File: src/rtl/sm83_pkg.sv
package sm83_pkg;

  // Register codes of the standard operand encoding. Slot 6 holds F.
  localparam int unsigned NumRegs  = 8;
  localparam int unsigned RegIdxW  = 3;
  localparam int unsigned PairIdxW = 2;
  localparam int unsigned BankDepth = NumRegs / 2;

  // Pair codes, which are also the addresses of both register banks.
  localparam logic [PairIdxW-1:0] PairBC = 2'd0;
  localparam logic [PairIdxW-1:0] PairDE = 2'd1;
  localparam logic [PairIdxW-1:0] PairHL = 2'd2;
  localparam logic [PairIdxW-1:0] PairAF = 2'd3;
  localparam logic [PairIdxW-1:0] PairSP = 2'd3;

  localparam logic [RegIdxW-1:0] RegHlInd = 3'd6;

  localparam logic [7:0] OpHalt    = 8'h76;
  localparam logic [7:0] OpLogicLo = 8'hA0;
  localparam logic [7:0] OpLogicHi = 8'hB7;

  localparam logic [7:0] FlagZ = 8'h80;
  localparam logic [7:0] FlagH = 8'h20;

  typedef enum logic [1:0] {
    ST_OK      = 2'd0,
    ST_ILLEGAL = 2'd1,
    ST_UNIMPL  = 2'd2
  } status_e;

  typedef enum logic [2:0] {
    K_NONE,
    K_LD16,
    K_LDI8,
    K_LDRR,
    K_LDRM,
    K_STHL,
    K_LOGIC
  } kind_e;

  typedef enum logic [1:0] {
    LOP_AND = 2'd0,
    LOP_XOR = 2'd1,
    LOP_OR  = 2'd2,
    LOP_CP  = 2'd3
  } lop_e;

  typedef struct packed {
    status_e     status;
    logic [1:0]  len;
    logic [3:0]  cyc;
    kind_e       kind;
  } dec_t;

  // Write-back that took place at the edge where the register banks were read.
  typedef struct packed {
    logic                we_ev;
    logic                we_od;
    logic [PairIdxW-1:0] addr;
    logic [7:0]          d_ev;
    logic [7:0]          d_od;
  } fwd_t;

  function automatic logic is_illegal(input logic [7:0] op);
    logic r;
    case (op)
      8'hD3, 8'hDB, 8'hDD, 8'hE3, 8'hE4, 8'hEB,
      8'hEC, 8'hED, 8'hF4, 8'hFC, 8'hFD: r = 1'b1;
      default: r = 1'b0;
    endcase
    return r;
  endfunction

  function automatic dec_t sm83_decode(input logic [7:0] op);
    dec_t d;
    d.status = ST_UNIMPL;
    d.len    = 2'd1;
    d.cyc    = 4'd0;
    d.kind   = K_NONE;
    if (is_illegal(op)) begin
      d.status = ST_ILLEGAL;
    end else if ((op & 8'hCF) == 8'h01) begin
      d.status = ST_OK; d.len = 2'd3; d.cyc = 4'd12; d.kind = K_LD16;
    end else if (((op & 8'hC7) == 8'h06) && (op[5:3] != RegHlInd)) begin
      d.status = ST_OK; d.len = 2'd2; d.cyc = 4'd8; d.kind = K_LDI8;
    end else if ((op[7:6] == 2'b01) && (op != OpHalt)) begin
      d.status = ST_OK;
      if (op[5:3] == RegHlInd) begin
        d.cyc = 4'd8; d.kind = K_STHL;
      end else if (op[2:0] == RegHlInd) begin
        d.cyc = 4'd8; d.kind = K_LDRM;
      end else begin
        d.cyc = 4'd4; d.kind = K_LDRR;
      end
    end else if ((op >= OpLogicLo) && (op <= OpLogicHi) && (op[2:0] != RegHlInd)) begin
      d.status = ST_OK; d.cyc = 4'd4; d.kind = K_LOGIC;
    end
    return d;
  endfunction

endpackage

File: src/rtl/sm83_in_if.sv
interface sm83_in_if;
  logic       valid;
  logic       ready;
  logic [7:0] opcode_byte;
  logic [7:0] imm_first;
  logic [7:0] imm_second;
  logic [7:0] hl_data;

  modport source (output valid, opcode_byte, imm_first, imm_second, hl_data,
                  input ready);
  modport sink   (input valid, opcode_byte, imm_first, imm_second, hl_data,
                  output ready);
endinterface

File: src/rtl/sm83_out_if.sv
interface sm83_out_if;
  logic        valid;
  logic        ready;
  logic [1:0]  status;
  logic [1:0]  length;
  logic [3:0]  cycle_count;
  logic        mem_write;
  logic [15:0] mem_addr;
  logic [7:0]  mem_wdata;
  logic [7:0]  acc_out;
  logic [7:0]  flags_out;
  logic [15:0] hl_out;
  logic [15:0] pc_out;

  modport source (output valid, status, length, cycle_count, mem_write, mem_addr,
                  mem_wdata, acc_out, flags_out, hl_out, pc_out,
                  input ready);
  modport sink   (input valid, status, length, cycle_count, mem_write, mem_addr,
                  mem_wdata, acc_out, flags_out, hl_out, pc_out,
                  output ready);
endinterface

File: src/rtl/sm83_ram.sv
module sm83_ram #(
  parameter int unsigned Width = 8,
  parameter int unsigned Depth = 4
) (
  input  logic                     clk_i,
  input  logic                     we_i,
  input  logic [$clog2(Depth)-1:0] waddr_i,
  input  logic [Width-1:0]         wdata_i,
  input  logic                     re_i,
  input  logic [$clog2(Depth)-1:0] raddr_i,
  output logic [Width-1:0]         rdata_o
);

  logic [Width-1:0] mem_q [Depth];
  logic [Width-1:0] rdata_q;

  always_ff @(posedge clk_i) begin
    if (we_i) begin
      mem_q[waddr_i] <= wdata_i;
    end
    if (re_i) begin
      rdata_q <= mem_q[raddr_i];
    end
  end

  assign rdata_o = rdata_q;

endmodule

File: src/rtl/sm83_load_logic_execute.sv
// A request accepted at one edge waits in the execute stage; its result is
// registered when that stage advances. Throughput: one instruction per
// cycle while the output is not stalled; the register banks are read at
// the accept edge and written back when the instruction leaves the execute
// stage, with a forward path for a write-back on the same edge as the read.
// Reset: all registers, SP and PC read as zero; valid bits stand in for
// clearing the bank memories, so requests are taken right after reset.
module sm83_load_logic_execute
  import sm83_pkg::*;
(
  input logic           clk_i,
  input logic           rst_ni,
  sm83_in_if.sink       req_i,
  sm83_out_if.source    rsp_o
);

  // Execute stage
  logic        s1_valid_q;
  logic [7:0]  op_q, lo_q, hi_q, mem_q;
  logic        s1_adv, in_fire;

  // Architectural mirrors for outputs and the ALU, plus SP and PC
  logic [7:0]  a_q, f_q, h_q, l_q;
  logic [15:0] sp_q, pc_q;
  logic [NumRegs-1:0] vld_q;
  fwd_t        fwd_q, fwd_d;

  // Result register
  logic        out_valid_q;
  status_e     status_q;
  logic [1:0]  len_q;
  logic [3:0]  cyc_q;
  logic        wr_q;
  logic [15:0] maddr_q, hl_out_q, pc_out_q;
  logic [7:0]  wdata_q, acc_q, flags_q;

  logic [7:0]  ev_rdata, od_rdata;
  dec_t        dec;
  logic [RegIdxW-1:0] src, dst;
  logic        fwd_hit;
  logic [7:0]  ram_sel, src_dat;
  logic [7:0]  alu_res, alu_flags;
  logic        ev_we, od_we, sp_we;
  logic [PairIdxW-1:0] wa;
  logic [7:0]  ev_d, od_d;
  logic [7:0]  a_n, f_n, h_n, l_n;

  assign s1_adv  = s1_valid_q && (!out_valid_q || rsp_o.ready);
  assign req_i.ready = !s1_valid_q || s1_adv;
  assign in_fire = req_i.valid && req_i.ready;

  // Even bank: B D H F. Odd bank: C E L A.
  sm83_ram #(.Width(8), .Depth(BankDepth)) u_bank_ev (
    .clk_i   (clk_i),
    .we_i    (ev_we),
    .waddr_i (wa),
    .wdata_i (ev_d),
    .re_i    (in_fire),
    .raddr_i (req_i.opcode_byte[2:1]),
    .rdata_o (ev_rdata)
  );

  sm83_ram #(.Width(8), .Depth(BankDepth)) u_bank_od (
    .clk_i   (clk_i),
    .we_i    (od_we),
    .waddr_i (wa),
    .wdata_i (od_d),
    .re_i    (in_fire),
    .raddr_i (req_i.opcode_byte[2:1]),
    .rdata_o (od_rdata)
  );

  assign dec = sm83_decode(op_q);
  assign src = op_q[2:0];
  assign dst = op_q[5:3];

  always_comb begin
    ram_sel = src[0] ? od_rdata : ev_rdata;
    fwd_hit = (fwd_q.addr == src[2:1]) && (src[0] ? fwd_q.we_od : fwd_q.we_ev);
    if (fwd_hit) begin
      src_dat = src[0] ? fwd_q.d_od : fwd_q.d_ev;
    end else if (vld_q[src]) begin
      src_dat = ram_sel;
    end else begin
      src_dat = '0;
    end
  end

  always_comb begin
    alu_res = a_q & src_dat;
    case (lop_e'(op_q[4:3]))
      LOP_AND: alu_res = a_q & src_dat;
      LOP_XOR: alu_res = a_q ^ src_dat;
      LOP_OR:  alu_res = a_q | src_dat;
      default: alu_res = a_q & src_dat;
    endcase
    alu_flags = (lop_e'(op_q[4:3]) == LOP_AND) ? FlagH : 8'h00;
    if (alu_res == 8'h00) begin
      alu_flags = alu_flags | FlagZ;
    end
  end

  always_comb begin
    logic ev_w, od_w;
    ev_w  = 1'b0;
    od_w  = 1'b0;
    sp_we = 1'b0;
    wa    = dst[2:1];
    ev_d  = lo_q;
    od_d  = lo_q;
    case (dec.kind)
      K_LD16: begin
        wa = op_q[5:4];
        ev_d = hi_q;
        od_d = lo_q;
        if (op_q[5:4] == PairSP) begin
          sp_we = 1'b1;
        end else begin
          ev_w = 1'b1;
          od_w = 1'b1;
        end
      end
      K_LDI8: begin
        ev_w = !dst[0];
        od_w = dst[0];
      end
      K_LDRR: begin
        ev_w = !dst[0];
        od_w = dst[0];
        ev_d = src_dat;
        od_d = src_dat;
      end
      K_LDRM: begin
        ev_w = !dst[0];
        od_w = dst[0];
        ev_d = mem_q;
        od_d = mem_q;
      end
      K_LOGIC: begin
        wa = PairAF;
        ev_w = 1'b1;
        od_w = 1'b1;
        ev_d = alu_flags;
        od_d = alu_res;
      end
      default: begin
        ev_w = 1'b0;
        od_w = 1'b0;
      end
    endcase
    ev_we = ev_w && s1_adv;
    od_we = od_w && s1_adv;
    sp_we = sp_we && s1_adv;
  end

  always_comb begin
    a_n = (od_we && (wa == PairAF)) ? od_d : a_q;
    f_n = (ev_we && (wa == PairAF)) ? ev_d : f_q;
    h_n = (ev_we && (wa == PairHL)) ? ev_d : h_q;
    l_n = (od_we && (wa == PairHL)) ? od_d : l_q;
    fwd_d.we_ev = ev_we;
    fwd_d.we_od = od_we;
    fwd_d.addr  = wa;
    fwd_d.d_ev  = ev_d;
    fwd_d.d_od  = od_d;
  end

  always_ff @(posedge clk_i or negedge rst_ni) begin
    if (!rst_ni) begin
      s1_valid_q  <= 1'b0;
      out_valid_q <= 1'b0;
      a_q   <= '0;
      f_q   <= '0;
      h_q   <= '0;
      l_q   <= '0;
      sp_q  <= '0;
      pc_q  <= '0;
      vld_q <= '0;
      fwd_q <= '0;
    end else begin
      if (req_i.ready) begin
        s1_valid_q <= req_i.valid;
      end
      if (s1_adv) begin
        out_valid_q <= 1'b1;
      end else if (rsp_o.ready) begin
        out_valid_q <= 1'b0;
      end
      a_q <= a_n;
      f_q <= f_n;
      h_q <= h_n;
      l_q <= l_n;
      if (sp_we) begin
        sp_q <= {hi_q, lo_q};
      end
      if (s1_adv) begin
        pc_q <= pc_q + 16'(dec.len);
      end
      if (ev_we) begin
        vld_q[{wa, 1'b0}] <= 1'b1;
      end
      if (od_we) begin
        vld_q[{wa, 1'b1}] <= 1'b1;
      end
      // Only a write-back on the read edge can be missed by the banks.
      if (in_fire) begin
        fwd_q <= fwd_d;
      end
    end
  end

  always_ff @(posedge clk_i) begin
    if (in_fire) begin
      op_q  <= req_i.opcode_byte;
      lo_q  <= req_i.imm_first;
      hi_q  <= req_i.imm_second;
      mem_q <= req_i.hl_data;
    end
    if (s1_adv) begin
      status_q <= dec.status;
      len_q    <= dec.len;
      cyc_q    <= dec.cyc;
      wr_q     <= (dec.kind == K_STHL);
      maddr_q  <= {h_q, l_q};
      wdata_q  <= (dec.kind == K_STHL) ? src_dat : 8'h00;
      acc_q    <= a_n;
      flags_q  <= f_n;
      hl_out_q <= {h_n, l_n};
      pc_out_q <= pc_q + 16'(dec.len);
    end
  end

  assign rsp_o.valid       = out_valid_q;
  assign rsp_o.status      = status_q;
  assign rsp_o.length      = len_q;
  assign rsp_o.cycle_count = cyc_q;
  assign rsp_o.mem_write   = wr_q;
  assign rsp_o.mem_addr    = maddr_q;
  assign rsp_o.mem_wdata   = wdata_q;
  assign rsp_o.acc_out     = acc_q;
  assign rsp_o.flags_out   = flags_q;
  assign rsp_o.hl_out      = hl_out_q;
  assign rsp_o.pc_out      = pc_out_q;

endmodule

File: src/flat_wrapper.sv
// flat-port wrapper written by rule: the top's interface ports become plain ports
module sm83_load_logic_execute_flat import sm83_pkg::*;
  (clk_i, rst_ni, req_i_valid, req_i_opcode_byte, req_i_imm_first, req_i_imm_second, req_i_hl_data, req_i_ready, rsp_o_valid, rsp_o_status, rsp_o_length, rsp_o_cycle_count, rsp_o_mem_write, rsp_o_mem_addr, rsp_o_mem_wdata, rsp_o_acc_out, rsp_o_flags_out, rsp_o_hl_out, rsp_o_pc_out, rsp_o_ready);
  sm83_in_if req_i_i ();
  sm83_out_if rsp_o_i ();
  input logic clk_i;
  input logic rst_ni;
  input wire logic [$bits(req_i_i.valid)-1:0] req_i_valid;
  input wire logic [$bits(req_i_i.opcode_byte)-1:0] req_i_opcode_byte;
  input wire logic [$bits(req_i_i.imm_first)-1:0] req_i_imm_first;
  input wire logic [$bits(req_i_i.imm_second)-1:0] req_i_imm_second;
  input wire logic [$bits(req_i_i.hl_data)-1:0] req_i_hl_data;
  output wire logic [$bits(req_i_i.ready)-1:0] req_i_ready;
  output wire logic [$bits(rsp_o_i.valid)-1:0] rsp_o_valid;
  output wire logic [$bits(rsp_o_i.status)-1:0] rsp_o_status;
  output wire logic [$bits(rsp_o_i.length)-1:0] rsp_o_length;
  output wire logic [$bits(rsp_o_i.cycle_count)-1:0] rsp_o_cycle_count;
  output wire logic [$bits(rsp_o_i.mem_write)-1:0] rsp_o_mem_write;
  output wire logic [$bits(rsp_o_i.mem_addr)-1:0] rsp_o_mem_addr;
  output wire logic [$bits(rsp_o_i.mem_wdata)-1:0] rsp_o_mem_wdata;
  output wire logic [$bits(rsp_o_i.acc_out)-1:0] rsp_o_acc_out;
  output wire logic [$bits(rsp_o_i.flags_out)-1:0] rsp_o_flags_out;
  output wire logic [$bits(rsp_o_i.hl_out)-1:0] rsp_o_hl_out;
  output wire logic [$bits(rsp_o_i.pc_out)-1:0] rsp_o_pc_out;
  input wire logic [$bits(rsp_o_i.ready)-1:0] rsp_o_ready;
  assign req_i_i.valid = req_i_valid;
  assign req_i_i.opcode_byte = req_i_opcode_byte;
  assign req_i_i.imm_first = req_i_imm_first;
  assign req_i_i.imm_second = req_i_imm_second;
  assign req_i_i.hl_data = req_i_hl_data;
  assign req_i_ready = req_i_i.ready;
  assign rsp_o_valid = rsp_o_i.valid;
  assign rsp_o_status = rsp_o_i.status;
  assign rsp_o_length = rsp_o_i.length;
  assign rsp_o_cycle_count = rsp_o_i.cycle_count;
  assign rsp_o_mem_write = rsp_o_i.mem_write;
  assign rsp_o_mem_addr = rsp_o_i.mem_addr;
  assign rsp_o_mem_wdata = rsp_o_i.mem_wdata;
  assign rsp_o_acc_out = rsp_o_i.acc_out;
  assign rsp_o_flags_out = rsp_o_i.flags_out;
  assign rsp_o_hl_out = rsp_o_i.hl_out;
  assign rsp_o_pc_out = rsp_o_i.pc_out;
  assign rsp_o_i.ready = rsp_o_ready;
  sm83_load_logic_execute u_core (.clk_i(clk_i), .rst_ni(rst_ni), .req_i(req_i_i), .rsp_o(rsp_o_i));
endmodule
File: config.mk
export PLATFORM = sky130hd
export DESIGN_NAME = sm83_load_logic_execute_flat
export DESIGN_NICKNAME = d
export VERILOG_FILES = /design/src/rtl/sm83_pkg.sv /design/src/rtl/sm83_in_if.sv /design/src/rtl/sm83_out_if.sv /design/src/rtl/sm83_ram.sv /design/src/rtl/sm83_load_logic_execute.sv /design/src/flat_wrapper.sv
export SDC_FILE = /design/constraint.sdc
export NUM_CORES = 1
export LEC_CHECK = 0
export ABC_AREA = 1
export BUFFER_PORTS_ARGS = -buffer_cell sky130_fd_sc_hd__buf_2
export CORE_ASPECT_RATIO = 0.9
export CORE_UTILIZATION = 61
export CTS_BUF_LIST = sky130_fd_sc_hd__clkbuf_2 sky130_fd_sc_hd__clkbuf_4 sky130_fd_sc_hd__clkbuf_8
export DETAILED_ROUTE_END_ITERATION = 8
export PLACE_DENSITY = 0.78
export SYNTH_ARGS = -nofsm -noshare
export SYNTH_HDL_FRONTEND = slang
export SYNTH_HIERARCHICAL = 1
export SYNTH_SLANG_ARGS = --single-unit
File: constraint.sdc
create_clock -name clk_i -period 4.85 [get_ports clk_i]
set_clock_uncertainty 0.1 [all_clocks]
set_input_delay 0.97 -clock clk_i [delete_from_list [all_inputs] [get_ports clk_i]]
set_output_delay 0.97 -clock clk_i [all_outputs]
set_load 0.02 [all_outputs]
==> flow_summary.json, run 1 <==
{
  "netlist.top_cell.by_area": "edfxtp_1",
  "cap_violations": 0,
  "clkPwrFrac_pct": 29.4,
  "worstReg2RegEnd": "u_core/pc_q[14]",
  "core_um2": 18600,
  "grt_start_max_net_pins": 55,
  "grt_first_pass_wirelength_um": 39200,
  "hpwlAfterDp_um": 17100,
  "drive_gt1_share_pct": 22.1,
  "crit_fanout": 22,
  "cp-startpoint": "u_core/op_q[0]",
  "clk_latency_ns": 0.53,
  "fin_ws_ns": 0.863,
  "min_path_type": "in2async",
  "viasPerCell": 5.33,
  "vias": 8038,
  "cts_setup_buffers": 0,
  "power_switching_mw": 1.93,
  "die-area_um2": 19800,
  "ys_seq_area_share_pct": 65.6,
  "clockBufferDepth": 3,
  "reg2reg_from": "u_core/op_q[0]",
  "period_share_pct": 82.2,
  "htreeDepth": 2,
  "endpoint_kind": "flop",
  "synth_cell_type_count": 40,
  "hold_viol": 0,
  "drv_slew": 0,
  "ys_dominant_reg_cell": "edfxtp_1",
  "fmax_mhz": 251,
  "start_kind": "flop",
  "num-nets-final": 1289,
  "antenna_cells": 0,
  "routabilityCongestion": 0.934,
  "status": "complete, no violations",
  "yosys.cell_count.top_type": "nand2_1",
  "numCtsBuffers": 42,
  "die_x_um": 148,
  "cts_tree": "done",
  "synth_edf_count": 191,
  "initial_utilization_pct": 63.1,
  "cp-endpoint": "u_core/pc_q[14]",
  "antenna_found_initial": 0,
  "cts_sinks": 269,
  "crit_chain": "inv_2, nor2_2, nand4_1, clkinv_1, nor2_1, fa_1, nor2_1, nand2_1, nor2_1, nand2_1, nor2_1, nand4_1, nor2_1, xor2_1, nand2_1, nand2_1",
  "area_growth_syn_to_layout_pct": 13.9,
  "drt_first_iter_violations": 622,
  "syn-instance-count": 1089,
  "detail-route-antenna-nets": 0,
  "arrival_ns": 4.36,
  "synth-async-reset-ratio_pct": 29.0,
  "grt_setup_unrepaired": "false",
  "synth_top_area_share_pct": 48.9,
  "grt_usage_pct": 26.1,
  "tns_ns": 0,
  "powerDensity_nw_per_um2": 475,
  "wl_um": 24900,
  "synth_area_um2": 11700,
  "die_h_um": 134,
  "relSlewSlack_pct": 27.9,
  "preCtsSetupSlack_ns": 0.919,
  "crit_family": "simple AND/OR/NAND/NOR gates",
  "synth.avg_cell_area_um2": 10.8,
  "critPathRequiredTime_ns": 5.22,
  "max_stage_delay_ns": 0.86,
  "cts_hold_buf": 0,
  "wl_per_cell_um": 16.5,
  "drc_errors": 0,
  "worstMarginPinSlew_ns": 1.08,
  "synth_warnings": 6,
  "reg2reg_setup_slack_ns": 0.86,
  "p_int_mw": 4.41,
  "overflow": 0,
  "combPwrFrac_pct": 20.3,
  "max-vdd-ir-drop_mv": 0.388,
  "ios": 119,
  "synth.area.top_cells": "edfxtp_1 (49%), dfrtp_1 (17%), nand2_1 (9.3%)",
  "cts-root-buf": "clkbuf_8",
  "setup_viol_count_final": 0,
  "first_pass_iters": 5,
  "fp-row-count": 47,
  "synthTopCellsByCount": "nand2_1 (290), edfxtp_1 (191), inv_1 (171), dfrtp_1 (78), nand3_1 (72)",
  "cpMaxStageDelayCell": "edfxtp_1",
  "portBuffers": 116,
  "yosys_register_bits": 269,
  "cp.depth": 16,
  "p_leak_nw": 6.23,
  "pwr-share-seq_pct": 50.3,
  "p_sw_share_pct": 30.4,
  "crit_buf_inv": 2,
  "grt_pass1_vias": 7578,
  "reg2reg_depth": 16,
  "cpMostUsedCell": "nor2_1",
  "path_clk_slew_ns": 0.06,
  "path_class": "reg2reg",
  "post_cts_resized": 0,
  "fin_crit_ns": 3.99
}
registers in the layout, summed over array words and instances, names as in the netlist, 16 cells and up:
register / cells
u_core/u_bank_od/mem_q: 32
u_core/u_bank_ev/mem_q: 32
u_core/fwd_q: 20
u_core/rsp_o.mem_addr: 16
u_core/rsp_o.pc_out: 16
u_core/pc_q: 16
u_core/rsp_o.hl_out: 16
worst reg2reg max path, stage by stage (launching register included):
cell      delay [ns]
edfxtp_1        0.86
inv_2           0.33
nor2_2          0.22
nand4_1         0.21
clkinv_1        0.28
nor2_1          0.14
fa_1            0.45
nor2_1          0.18
nand2_1         0.07
nor2_1          0.18
nand2_1         0.07
nor2_1          0.19
nand4_1         0.17
nor2_1          0.15
xor2_1          0.19
nand2_1         0.08
nand2_1         0.07
worst min path at each step:
stage	from	end	slack, ns	depth (start not counted)
6_report	rst_ni	u_core/pc_q[14]	0.29	1
5_1_grt	rst_ni	u_core/a_q[4]	0.31	1
4_1_cts	rst_ni	u_core/pc_q[4]	0.29	1
3_5_place_dp	u_core/l_q[6]	u_core/rsp_o.mem_addr[6]	0.33	0
3_3_place_gp	u_core/l_q[6]	u_core/rsp_o.mem_addr[6]	0.33	0
2_1_floorplan	u_core/vld_q[4]	u_core/vld_q[4]	0.32	2
kinds of logic after synthesis:
logic type,Yosys count,share of synthesized area [%]
buf+inv,218,7.75
xor+xnor,15,1.12
flops,269,65.6
other cells,1,0.0320
fa+ha+maj,23,2.52
compound gates,117,6.37
simple gates,446,16.7
power by group through the flow:
stage          sequential (mW)  combinational (mW)  clock [mW]
2_1_floorplan             3.39               0.698           0
5_1_grt                   3.23                1.43        2.01
6_report                  3.19                1.29        1.86
3_5_place_dp              3.23                1.28           0
4_1_cts                   3.19                1.29        1.91
3_3_place_gp              3.21                1.24           0
metal layers:
layer | track usage, % | up-vias | wire length (µm)
li1 | - | 3833 | -
met1 | 36.4 | 3800 | 10700
met2 | 40.9 | 344 | 11600
met3 | 5.65 | 61 | 1970
met4 | 9.39 | 0 | 611
met5 | 0 | - | 0
area by class of cell:
class	instances	area (µm²)
Sequential cell	269	7690
Clock buffer	65	782
Multi-Input combinational cell	603	3130
Clock inverter	12	62.6
Fill cell	1352	5230
Timing Repair Buffer	128	673
Inverter	186	706
Tap cell	245	307
layout by cell type, fill, tap and decap left out, drive strengths merged, types with 15 or more instances in the layout:
cell and n:
buf 128, clkbuf 65, dfrtp 78, edfxtp 191, ha 22, inv 184, nand2 304, nand3 76
nor2 33, o211ai 15, o21ai 84, or2 16
stage by stage:
stage / hold slack, ns / instances / instance area, µm² / power [mW] / util (%)
detailed placement: 0.331 / 1431 / 12500 / 4.51 / 67.3
floorplan: 0.319 / 1090 / 11700 / 4.09 / -
finish: 0.292 / 1508 / 13400 / 6.34 / 71.8
global route: 0.314 / 1508 / 13400 / 6.66 / 71.8
CTS: 0.292 / 1508 / 13400 / 6.38 / 71.8
global placement: 0.327 / 1431 / 12500 / 4.45 / 67.3
Note: power is estimated with default switching activity, not from simulation.
==> run 2, diff against run 1 <==
==> constraint.sdc (replaced) <==
create_clock -name clk_i -period 4.15 [get_ports clk_i]
set_clock_uncertainty 0.1 [all_clocks]
set_input_delay 0.83 -clock clk_i [delete_from_list [all_inputs] [get_ports clk_i]]
set_output_delay 0.83 -clock clk_i [all_outputs]
set_load 0.02 [all_outputs]
==> flow_summary.json, run 2 (synthesis results as in run 1) <==
{
  "status": "complete, no violations",
  "min_path_type": "reg2reg",
  "fin_crit_ns": 3.77,
  "ff_latch_area_um2": 7690,
  "cap_violations": 0,
  "die_x_um": 148,
  "numCtsBuffers": 41,
  "cts_sinks": 269,
  "drv_slew": 0,
  "cts-root-buf": "clkbuf_8",
  "vias": 8036,
  "reg2reg_setup_slack_ns": 0.38,
  "power_mw": 7.45,
  "drive_gt1_share_pct": 22.4,
  "hpwlAfterDp_um": 16900,
  "cp-endpoint": "u_core/pc_q[13]",
  "core_um2": 18600,
  "worstMarginPinSlew_ns": 1.03,
  "wl_met1_um": 10600,
  "grt_setup_unrepaired": "false",
  "wl_met3_um": 1870,
  "grt_pass1_vias": 7780,
  "portBuffers": 116,
  "cp-startpoint": "u_core/op_q[3]",
  "period_share_pct": 90.9,
  "p_leak_nw": 6.26,
  "hold_viol": 0,
  "num-fill-cells": 1365,
  "worstReg2RegEnd": "u_core/pc_q[13]",
  "highest_layer": "met4",
  "crit_fanout": 9,
  "tns_ns": 0,
  "path_class": "reg2reg",
  "reg2reg_from": "u_core/op_q[3]",
  "grt_first_pass_wirelength_um": 39600,
  "wl_per_cell_um": 16.5,
  "wl_um": 24900,
  "min_from": "u_core/l_q[4]",
  "cts_tree": "done",
  "first_pass_iters": 6,
  "clk_latency_ns": 0.55,
  "cts_hold_buf": 0,
  "antenna_cells": 0,
  "cts_setup_buffers": 0,
  "die-area_um2": 19800,
  "largestRegisters": "u_core/u_bank_ev/mem_q x32, u_core/u_bank_od/mem_q x32, u_core/fwd_q x20",
  "multi_input_comb_area_um2": 3130,
  "setup_viol_count_final": 0,
  "routabilityCongestion": 1.01,
  "max-vdd-ir-drop_mv": 0.463,
  "final_common_cell": "nand2_1",
  "antenna_found_initial": 0,
  "drt_first_iter_violations": 642,
  "post_cts_resized": 0,
  "viasPerCell": 5.32,
  "htreeDepth": 2,
  "ios": 119,
  "detail-route-antenna-nets": 0,
  "endpoint_kind": "flop",
  "grt_start_max_net_pins": 79,
  "fmax_mhz": 265,
  "powerDensity_nw_per_um2": 557,
  "fp-row-count": 47,
  "area_growth_syn_to_layout_pct": 14.2,
  "start_kind": "flop",
  "routed-wl-met2_um": 11800,
  "initial_utilization_pct": 63.1,
  "reg2reg_depth": 17,
  "drc_errors": 0,
  "path_clk_slew_ns": 0.07,
  "relSlewSlack_pct": 31.1,
  "num-nets-final": 1292,
  "critPathRequiredTime_ns": 4.51,
  "arrival_ns": 4.13,
  "die_h_um": 134,
  "grt_usage_pct": 26.3,
  "overflow": 0,
  "clockBufferDepth": 3,
  "layout_common_cells": "nand2_1 (290), edfxtp_1 (191), inv_1 (170)"
}
run 2: changes by cell type in the layout (fill, tap and decap cells not counted), sizes merged:
| cell | change |
|---|---|
| clkbuf | -5 |
| clkinv | +2 |
| buf | +4 |
| bufinv | +1 |
run 2: worst max-delay path: stages (launching register included):
cell and delay, ns:
edfxtp_1 0.45, inv_1 0.18, ha_1 0.43, nand2_1 0.18
nand4_1 0.26, inv_1 0.09, nor2_1 0.23, inv_1 0.10
ha_1 0.29, a21oi_1 0.06, nor2_1 0.16, nand3_1 0.14
nor3_1 0.40, nand2_1 0.15, nor2_1 0.15, xor2_1 0.19
nand2_1 0.08, nand2_1 0.07
run 2: final cells by class:
type	count	share of cell area (%)
clock buffer	60	5.56
clock inverter	15	0.785
inverter	186	5.27
multi-input combinational	603	23.4
sequential	269	57.4
tap	245	2.29
timing repair buffer	132	5.25
run 2: layer usage:
metal  global-route usage [%]  vias to the layer above
li1                         -                     3836
met1                     35.8                     3794
met2                     42.7                      352
met3                     5.03                       54
met4                     9.16                        0
met5                        0                        -
run 2: worst min path at each step:
stage	to	depth (start not counted)
2_1_floorplan	u_core/vld_q[4]	2
3_3_place_gp	u_core/rsp_o.mem_addr[1]	0
3_5_place_dp	u_core/rsp_o.mem_addr[7]	0
4_1_cts	u_core/mem_q[3]	1
5_1_grt	u_core/mem_q[3]	1
6_report	u_core/rsp_o.mem_addr[4]	0
run 2: report_power, final:
part	internal [mW]	leakage, nW	switching, mW
logic	0.460	3.01	1.06
clock network	1.22	0.452	1.00
registers	3.49	2.80	0.218
total	5.18	6.26	2.27
run 2: stage by stage:
stage                     util, %  worst slack, ns  hold WS [ns]  cell area (µm²)  std cells
after floorplan                 -             1.06         0.319            11700       1090
after global placement       67.5            0.686         0.327            12500       1435
after detailed placement     67.5            0.423         0.333            12500       1435
after CTS                    72.0            0.378         0.333            13400       1510
after global routing         72.0          0.00581         0.336            13400       1510
final                        72.0            0.378         0.345            13400       1510
==> run 3, diff against run 2 <==
--- a/config.mk
+++ b/config.mk
@@ -8,10 +8,11 @@
 export ABC_AREA = 1
 export BUFFER_PORTS_ARGS = -buffer_cell sky130_fd_sc_hd__buf_2
 export CORE_ASPECT_RATIO = 0.9
-export CORE_UTILIZATION = 61
+export CORE_MARGIN = 3
+export CORE_UTILIZATION = 66
 export CTS_BUF_LIST = sky130_fd_sc_hd__clkbuf_2 sky130_fd_sc_hd__clkbuf_4 sky130_fd_sc_hd__clkbuf_8
 export DETAILED_ROUTE_END_ITERATION = 8
-export PLACE_DENSITY = 0.78
+export PLACE_DENSITY = 0.84
 export SYNTH_ARGS = -nofsm -noshare
 export SYNTH_HDL_FRONTEND = slang
 export SYNTH_HIERARCHICAL = 1
==> constraint.sdc (replaced) <==
create_clock -name clk_i -period 4.87 [get_ports clk_i]
set_clock_uncertainty 0.1 [all_clocks]
set_input_delay 0.974 -clock clk_i [delete_from_list [all_inputs] [get_ports clk_i]]
set_output_delay 0.974 -clock clk_i [all_outputs]
set_load 0.02 [all_outputs]
==> flow_summary.json, run 3 (synthesis results as in run 1) <==
{
  "status": "complete, no violations",
  "cp-startpoint": "u_core/op_q[0]",
  "wl_um": 25300,
  "final_common_cell": "nand2_1",
  "clockBufferDepth": 3,
  "antenna_found_initial": 0,
  "powerDensity_nw_per_um2": 481,
  "cts_tree": "done",
  "power_mw": 6.44,
  "grt_setup_unrepaired": "false",
  "cts_sinks": 269,
  "relSlewSlack_pct": 29.1,
  "setup_viol_count_final": 0,
  "endpoint_kind": "flop",
  "fin_ws_ns": 0.688,
  "drive_gt1_share_pct": 22.0,
  "dpl.cell_count": 1419,
  "fmax_mhz": 239,
  "routabilityCongestion": 0.935,
  "overflow": 0,
  "detail-route-antenna-nets": 0,
  "path_class": "reg2reg",
  "initial_utilization_pct": 68.5,
  "worstMarginPinSlew_ns": 1.06,
  "core_um2": 17100,
  "preCtsSetupSlack_ns": 0.836,
  "cts_hold_buf": 0,
  "cpMaxStageDelayCell": "edfxtp_1",
  "largestRegisters": "u_core/u_bank_ev/mem_q x32, u_core/u_bank_od/mem_q x32, u_core/fwd_q x20",
  "antenna_cells": 0,
  "drt_first_iter_violations": 747,
  "reg2reg_depth": 16,
  "grt_first_pass_wirelength_um": 40300,
  "cp-endpoint": "u_core/pc_q[13]",
  "p_leak_nw": 6.25,
  "tns_ns": 0,
  "clk_latency_ns": 0.53,
  "grt_start_max_net_pins": 79,
  "fp-row-count": 45,
  "htreeDepth": 2,
  "reg2reg_from": "u_core/op_q[0]",
  "portBuffers": 116,
  "max-vdd-ir-drop_mv": 0.362,
  "start_kind": "flop",
  "wl_per_cell_um": 17.0,
  "gr-usage-met2_pct": 42.7,
  "crit_chain": "inv_2, nor2_2, nand4_1, clkinv_1, nor2_1, inv_1, ha_1, a21oi_1, nor2_1, nand3_1, nor3_1, nand2_1, nor2_1, xor2_1, nand2_1, nand2_1",
  "cap_violations": 0,
  "cts-root-buf": "clkbuf_8",
  "grt_use_met3_pct": 6.06,
  "die-area_um2": 19400,
  "worstReg2RegEnd": "u_core/pc_q[13]",
  "fin_crit_ns": 4.18,
  "grt_pass1_vias": 7937,
  "use_met1_pct": 35.9,
  "layout_common_cells": "nand2_1 (290), edfxtp_1 (191), inv_1 (170)",
  "gr-max-usage-layer": "met2",
  "viasPerCell": 5.37,
  "period_share_pct": 85.9,
  "path_clk_slew_ns": 0.07,
  "crit_fanout": 22,
  "die_h_um": 132,
  "hpwlAfterDp_um": 17000,
  "hold_viol": 0,
  "max_stage_delay_ns": 0.71,
  "ios": 119,
  "die_x_um": 147,
  "drv_slew": 0,
  "drc_errors": 0,
  "num-fill-cells": 1120,
  "arrival_ns": 4.53,
  "first_pass_iters": 6,
  "numCtsBuffers": 41,
  "grt_usage_pct": 26.4,
  "area_growth_syn_to_layout_pct": 14.1,
  "post_cts_resized": 0,
  "cts_setup_buffers": 0,
  "min_path_type": "reg2reg",
  "num-nets-final": 1286,
  "reg2reg_setup_slack_ns": 0.69,
  "critPathRequiredTime_ns": 5.22,
  "vias": 8024,
  "fin_cells": 1494
}
-- run 3: stage by stage --
step | instance area [µm²] | util (%) | hold WS (ns)
detailed placement | 12500 | 72.9 | 0.333
CTS | 13400 | 78.2 | 0.345
global route | 13400 | 78.2 | 0.344
finish | 13400 | 78.2 | 0.344
global placement | 12500 | 72.9 | 0.328
floorplan | 11700 | - | 0.319
-- run 3: power by group --
group,leakage [nW],internal (mW),switching (mW)
Clock,0.473,1.14,0.832
Combinational,2.98,0.389,0.903
Sequential,2.80,2.98,0.191
-- run 3: worst min path at each step --
stage | from | slack [ns] | to | cells after the start
2_1_floorplan | u_core/vld_q[4] | 0.32 | u_core/vld_q[4] | 2
3_3_place_gp | u_core/l_q[0] | 0.33 | u_core/rsp_o.mem_addr[0] | 0
3_5_place_dp | u_core/h_q[5] | 0.33 | u_core/rsp_o.mem_addr[13] | 0
4_1_cts | u_core/l_q[2] | 0.34 | u_core/rsp_o.mem_addr[2] | 0
5_1_grt | u_core/l_q[2] | 0.34 | u_core/rsp_o.mem_addr[2] | 0
6_report | u_core/l_q[1] | 0.34 | u_core/rsp_o.mem_addr[1] | 0
-- run 3: routing by layer --
layer	wire length, µm	up-vias	share of wire, %
met4	628	0	2.5
met3	2150	61	8.5
met2	12100	354	48
met1	10500	3785	41
li1	-	3824	-
met5	0	-	0
-- run 3: worst max-delay path, delay by kind of cell (launching register included) --
kind | cells | cell delay (ns)
XOR/XNOR | 1 | 0.20
flip-flops | 1 | 0.71
AND/OR/NAND/NOR | 10 | 1.91
AO/OA/AOI/OAI | 1 | 0.05
buffers and inverters | 3 | 0.85
adder cells (fa/ha/maj) | 1 | 0.28
-- run 3: cell type report --
cell class	count	area, µm²	share of cell area (%)
Clock inverter	11	106	0.795
Clock buffer	64	793	5.93
Multi-Input combinational cell	603	3130	23.4
Timing Repair Buffer	126	658	4.92
Tap cell	235	294	2.20
Sequential cell	269	7690	57.5
Inverter	186	706	5.27
